===== src/design/mlqs_pkg.sv =====
`default_nettype none
package mlqs_pkg;
    localparam int QUEUE_DEPTH_DEF   = 64;
    localparam int TASK_ID_BITS_DEF  = 16;
    localparam int PRIORITY_BITS_DEF = 8;
    localparam logic [7:0]  SLICE_RESET = 8'd4;
    localparam logic [15:0] SAT_MAX     = 16'hFFFF;

    localparam logic [1:0] OP_SUBMIT   = 2'd0;
    localparam logic [1:0] OP_DISPATCH = 2'd1;
    localparam logic [1:0] OP_FINISH   = 2'd2;
    localparam logic [1:0] OP_TICK     = 2'd3;

    localparam logic [3:0] EV_NONE     = 4'd0;
    localparam logic [3:0] EV_GRANTED  = 4'd1;
    localparam logic [3:0] EV_PREEMPT  = 4'd2;
    localparam logic [3:0] EV_FINISHED = 4'd3;
    localparam logic [3:0] EV_FULL     = 4'd4;
    localparam logic [3:0] EV_EMPTY    = 4'd5;
    localparam logic [3:0] EV_BUSY     = 4'd6;
    localparam logic [3:0] EV_BADLVL   = 4'd7;
    localparam logic [3:0] EV_NORUN    = 4'd8;

    // command from the controller to the priority chain
    typedef struct packed {
        logic push;
        logic scan;
        logic pop;
    } t_chain_cmd;

    function automatic logic [15:0] sat_inc(input logic [15:0] v);
        sat_inc = (v == SAT_MAX) ? v : v + 16'd1;
    endfunction
endpackage
`default_nettype wire


===== src/design/mlqs_cell.sv =====
`default_nettype none
// one slot of the compacted priority store
module mlqs_cell import mlqs_pkg::*; #(
    parameter int TASK_ID_BITS  = TASK_ID_BITS_DEF,
    parameter int PRIORITY_BITS = PRIORITY_BITS_DEF
) (
    input  wire                      i_clk,
    input  wire                      i_rst_n,
    input  wire t_chain_cmd          i_cmd,
    input  wire                      i_is_tail,
    input  wire                      i_is_sel,
    input  wire                      i_past_sel,
    input  wire [TASK_ID_BITS-1:0]   i_new_id,
    input  wire [PRIORITY_BITS-1:0]  i_new_prio,
    input  wire                      i_next_vld,
    input  wire [TASK_ID_BITS-1:0]   i_next_id,
    input  wire [PRIORITY_BITS-1:0]  i_next_prio,
    output logic                     o_vld,
    output logic [TASK_ID_BITS-1:0]  o_id,
    output logic [PRIORITY_BITS-1:0] o_prio
);
    logic                     r_vld;
    logic [TASK_ID_BITS-1:0]  r_id;
    logic [PRIORITY_BITS-1:0] r_prio;

    always_ff @(posedge i_clk) begin
        if (!i_rst_n) begin
            r_vld <= 1'b0;
        end else if (i_cmd.push && i_is_tail) begin
            r_vld <= 1'b1;
        end else if (i_cmd.pop && (i_is_sel || i_past_sel)) begin
            r_vld <= i_next_vld;
        end
    end

    always_ff @(posedge i_clk) begin
        if (i_cmd.push && i_is_tail) begin
            r_id   <= i_new_id;
            r_prio <= i_new_prio;
        end else if (i_cmd.pop && (i_is_sel || i_past_sel)) begin
            r_id   <= i_next_id;
            r_prio <= i_next_prio;
        end
    end

    assign o_vld  = r_vld;
    assign o_id   = r_id;
    assign o_prio = r_prio;
endmodule
`default_nettype wire


===== src/design/mlqs_chain.sv =====
`default_nettype none
// compacted priority store, scanned one cell a cycle for the minimum
module mlqs_chain import mlqs_pkg::*; #(
    parameter int QUEUE_DEPTH   = QUEUE_DEPTH_DEF,
    parameter int TASK_ID_BITS  = TASK_ID_BITS_DEF,
    parameter int PRIORITY_BITS = PRIORITY_BITS_DEF,
    localparam int IW = $clog2(QUEUE_DEPTH),
    localparam int CW = $clog2(QUEUE_DEPTH + 1)
) (
    input  wire                      i_clk,
    input  wire                      i_rst_n,
    input  wire t_chain_cmd          i_cmd,
    input  wire [TASK_ID_BITS-1:0]   i_new_id,
    input  wire [PRIORITY_BITS-1:0]  i_new_prio,
    output logic [CW-1:0]            o_count,
    output logic                     o_scan_done,
    output logic [TASK_ID_BITS-1:0]  o_best_id,
    output logic [PRIORITY_BITS-1:0] o_best_prio
);
    logic [QUEUE_DEPTH-1:0]   w_vld;
    logic [TASK_ID_BITS-1:0]  w_id   [QUEUE_DEPTH];
    logic [PRIORITY_BITS-1:0] w_prio [QUEUE_DEPTH];
    logic [CW-1:0]            r_count;
    logic [IW-1:0]            r_scan;
    logic [IW-1:0]            r_best;
    logic [PRIORITY_BITS-1:0] r_best_prio;
    logic [TASK_ID_BITS-1:0]  r_best_id;
    logic                     r_done;

    for (genvar g = 0; g < QUEUE_DEPTH; g++) begin : g_cell
        logic                     w_nv;
        logic [TASK_ID_BITS-1:0]  w_ni;
        logic [PRIORITY_BITS-1:0] w_np;
        if (g == QUEUE_DEPTH - 1) begin : g_last
            assign w_nv = 1'b0;
            assign w_ni = '0;
            assign w_np = '0;
        end else begin : g_mid
            assign w_nv = w_vld[g+1];
            assign w_ni = w_id[g+1];
            assign w_np = w_prio[g+1];
        end
        mlqs_cell #(.TASK_ID_BITS(TASK_ID_BITS), .PRIORITY_BITS(PRIORITY_BITS)) u_cell (
            .i_clk(i_clk), .i_rst_n(i_rst_n), .i_cmd(i_cmd),
            .i_is_tail(r_count == CW'(g)),
            .i_is_sel(r_best == IW'(g)),
            .i_past_sel(r_best < IW'(g)),
            .i_new_id(i_new_id), .i_new_prio(i_new_prio),
            .i_next_vld(w_nv), .i_next_id(w_ni), .i_next_prio(w_np),
            .o_vld(w_vld[g]), .o_id(w_id[g]), .o_prio(w_prio[g])
        );
    end

    always_ff @(posedge i_clk) begin
        if (!i_rst_n) begin
            r_count <= '0;
            r_done  <= 1'b0;
            r_scan  <= '0;
            r_best  <= '0;
        end else if (i_cmd.push) begin
            r_count <= r_count + CW'(1);
        end else if (i_cmd.pop) begin
            r_count <= r_count - CW'(1);
            r_done  <= 1'b0;
        end else if (i_cmd.scan) begin
            if (r_scan == '0 && !r_done) begin
                r_best      <= '0;
                r_best_prio <= w_prio[0];
                r_best_id   <= w_id[0];
                r_scan      <= IW'(1);
                if (r_count == CW'(1)) r_done <= 1'b1;
            end else if (!r_done) begin
                if (w_prio[r_scan] < r_best_prio) begin
                    r_best      <= r_scan;
                    r_best_prio <= w_prio[r_scan];
                    r_best_id   <= w_id[r_scan];
                end
                if ((CW+1)'(r_scan) + (CW+1)'(1) >= (CW+1)'(r_count)) begin
                    r_done <= 1'b1;
                end
                r_scan <= r_scan + IW'(1);
            end
        end else begin
            r_scan <= '0;
        end
    end

    assign o_count     = r_count;
    assign o_scan_done = r_done;
    assign o_best_id   = r_best_id;
    assign o_best_prio = r_best_prio;

    a_count_bound: assert property (@(posedge i_clk) disable iff (!i_rst_n)
        r_count <= CW'(QUEUE_DEPTH)) else $error("priority count overflow");
    a_vld_head: assert property (@(posedge i_clk) disable iff (!i_rst_n)
        (r_count != '0) |-> w_vld[0]) else $error("head cell invalid");
    a_pop_dec: assert property (@(posedge i_clk) disable iff (!i_rst_n)
        i_cmd.pop |=> r_count == $past(r_count) - CW'(1)) else $error("pop count");
endmodule
`default_nettype wire


===== config.mk =====
export PLATFORM = sky130hd
export DESIGN_NAME = mlqs_chain
export DESIGN_NICKNAME = d
export VERILOG_FILES = /design/src/design/mlqs_pkg.sv /design/src/design/mlqs_cell.sv /design/src/design/mlqs_chain.sv
export SDC_FILE = /design/constraint.sdc
export NUM_CORES = 2
export LEC_CHECK = 0
export BUFFER_PORTS_ARGS = -buffer_cell sky130_fd_sc_hd__buf_2
export CAP_MARGIN = 40
export CELL_PAD_IN_SITES_DETAIL_PLACEMENT = 0
export CELL_PAD_IN_SITES_GLOBAL_PLACEMENT = 1
export CORE_ASPECT_RATIO = 1.1
export CORE_MARGIN = 2
export CORE_UTILIZATION = 56
export CTS_CLUSTER_DIAMETER = 120
export CTS_CLUSTER_SIZE = 28
export DETAILED_ROUTE_END_ITERATION = 8
export PLACE_DENSITY = 0.84
export SYNTH_ARGS = -nofsm -noshare
export SYNTH_HDL_FRONTEND = slang
export SYNTH_SLANG_ARGS = --single-unit
export TNS_END_PERCENT = 10

===== constraint.sdc =====
create_clock -name i_clk -period 6.1 [get_ports i_clk]
set_input_delay 0.61 -clock i_clk [delete_from_list [all_inputs] [get_ports i_clk]]
set_output_delay 0.61 -clock i_clk [all_outputs]
set_load 0.02 [all_outputs]

==> run summary <==
status -> completed
worst setup path class -> register to register
post-route ant nets -> 0
DR iter-0 viols -> 6125
first-pass GRT wire length -> 344000 um
Hold EP -> o_count[4]
Critical Path Source -> r_scan[0]
cells after synthesis -> 4600
P&R area growth vs syn -> 6.25%
Die ar. -> 147000 um^2
FF+latch count, synth -> 1580
Power Internal -> 16000 uW
combinational power share -> 11.5%
Fin. Hold Viols -> 0
die width -> 365 um
Core Area -> 142000 um^2
MaxCap Viol Count -> 0
Cell Count, Final, Fillers Out -> 6401
Tightest Hold Check Type -> primary input to register
NetSw -> 5170 uW
PD cells -> 247 nW/um^2
fin crit share -> 84.4%
post-route setup TNS -> 0 ps
DR vias -> 45400
DRC violations left -> 0
FMAX -> 194 MHz
number of distinct library cells after synthesis -> 59
gr usage total -> 33.2%
syn_area_per_cell -> 17.5 um^2
worst flop-to-flop path endpoint -> o_best_id[11]
Static Leak -> 0.0275 uW
R2R Path Start -> r_scan[0]
Root Buffer -> clkbuf_16
CTS Hold Bufs -> 0
Post-synth top flop -> edfxtp_1
R2R Setup Slk -> 950 ps
worst path required time -> 6470 ps
synth top area cells -> edfxtp_1 (58%), mux2_2 (21%), mux4_2 (13%)
minimum clock period -> 5150 ps
crit-path cells -> buf_12 -> buf_4 -> mux4_2 -> mux4_2 -> nand2_1 -> nand3_1 -> o21a_1 -> ha_1 -> a21o_1 -> a21oi_1 -> nor2b_1 -> or3_1 -> o32a_4 -> a21oi_4 -> buf_4
vias per inst -> 7.10
IO Port Bufs -> 60
Net Sw Frac -> 24.4%
Hold Path Depth -> 2
TritonRoute pass-1 iters -> 5
fin nets -> 4513
CTS clock-pin slew for the worst setup and hold paths -> 110 ps
endpoints failing setup -> 0
Crit-path slowest cell -> dfxtp_4
CP peak stage delay -> 690 ps
Clk pwr share -> 26.2%
Synth top area share -> 58.3%
YS warnings -> 0
I/O Pins -> 61
initial antenna violation count -> 11
CP Capture Type -> register
final WL -> 242000 um
synth cell count leaders -> edfxtp_1 (1560), mux2_2 (1533), mux4_2 (468)
Initial Util -> 56.5%
post-CTS setup buffers -> 0
global route total overflow -> 0
Slew @ Worst Pin -> 957 ps
HPWL Detailed -> 152000 um
Die H -> 401 um
skew final -> 47.4 ps
post-synthesis async set-or-reset flop share -> 0%
cell taking the most area after synthesis -> edfxtp_1
Critical Path AT -> 5520 ps
RSZ-0062 raised after global routing -> false
layout cells sized above 1 -> 54.6%
sequential share of the synthesized area -> 58.8%
# rows -> 145
Reg2Reg Depth -> 15
count leader, synth -> edfxtp_1
worst vdd ir -> 211 uV
# fillers -> 10600
# placed instances -> 6305
min-delay src -> i_rst_n
relative slew slack -> 36.1%
wire length per cell -> 37.8 um
vias in the first global route -> 45500
Buffers & Inverters on Critical Path -> 3
Clock Tree Buf Depth -> 3
Reg power frac -> 62.3%
clock buffers created by TritonCTS -> 66
H-tree levels -> 3
Clock Latency Late Sink -> 750 ps
Startpoint Class -> register
max-slew violations -> 0
syn_nets -> 4650
worst-path fanout max -> 26
Post-CTS Resized -> 0
clock sinks -> 1580
area of the mapped netlist -> 80400 um^2
CTS tree -> done
largest net degree at the start of global routing -> 65
Final Wtd Congestion -> 0.956
CP delay by family, top -> multiplexers
Post-synth EDFFs -> 1560
## registers in the layout, indices dropped and copies added (netlist names)
| signal | cells |
|---|---|
| g_cell.u_cell.o_id | 1024 |
| g_cell.u_cell.o_prio | 512 |
| o_best_id | 16 |
| o_best_prio | 8 |
| o_count | 7 |
| o_scan_done | 1 |
| r_best | 6 |
| r_scan | 6 |
## cells by family after synthesis
family	synth area share, %
compound gates	1.44
buf+inv	2.63
flops	58.8
simple gates	1.74
fa+ha+maj	0.327
xor+xnor	0.0980
mux	35.0
## layer usage
metal	routed length [um]	global-route usage [%]	up-vias
li1	-	-	18200
met1	88500	43.7	24200
met2	118000	53.6	2507
met3	20100	4.78	527
met4	15500	17.7	8
met5	49	0	-
## through the flow
step	setup slack, ps	total power, uW	cell area, um^2	utilization (%)	hold slack (ps)
final	952	21100	85400	60.1	319
after global routing	742	21600	85400	60.1	339
after CTS	1010	21200	85400	60.0	283
after detailed placement	1040	15800	83600	58.8	557
after global placement	920	15700	82800	58.2	547
after floorplan	925	14800	80400	-	541
## worst register-to-register path, cell delays in order (launching register included)
cell and delay, ps:
dfxtp_4 690, buf_12 310, buf_4 350, mux4_2 530, mux4_2 540, nand2_1 110, nand3_1 240, o21a_1 200
ha_1 170, a21o_1 170, a21oi_1 150, nor2b_1 80, or3_1 360, o32a_4 280, a21oi_4 150, buf_4 430
## power by group through the flow
stage | sequential, uW | clock, uW | combinational (uW)
after global routing | 13200 | 5870 | 2530
after global placement | 13400 | 0 | 2290
after detailed placement | 13400 | 0 | 2400
final | 13200 | 5540 | 2430
after CTS | 13200 | 5580 | 2410
after floorplan | 13200 | 0 | 1600
## layout by cell type (no fill, tap or decap), types with 20 or more instances in the layout
master and instances:
nand2_2 20, nand2_1 89, and3_1 29, o21ai_0 41, nor2_1 20, nor2_2 34
buf_2 61, edfxtp_1 1560, mux2_2 1533, mux2i_1 27, buf_12 26, clkbuf_16 69
a21oi_1 25, ha_1 21, buf_4 158, mux4_2 468, nand3_1 25, inv_1 21
## cell type report
type                    instances  area, um^2  share of cell area, %
flip-flops and latches       1580       47300                   55.3
multi-input cells            2532       31400                   36.8
repair buffers                261        2410                   2.83
well taps                    1911        2390                   2.80
clock buffers                  87        1790                   2.10
inverters                      22        82.6                 0.0967
clock inverters                 4        37.5                 0.0439
diodes                          4        10.0                 0.0117
## worst max-delay path by stage
| stage | to | slack, ps | depth (start not counted) |
|---|---|---|---|
| 3_5_place_dp | o_best_id[11] | 1040 | 15 |
| 2_1_floorplan | o_best_id[0] | 930 | 15 |
| 6_report | o_best_id[11] | 950 | 15 |
| 3_3_place_gp | o_best_id[11] | 920 | 14 |
| 5_1_grt | o_best_id[2] | 740 | 13 |
| 4_1_cts | o_best_id[1] | 1010 | 15 |
Power figures use the tool's default switching activity.
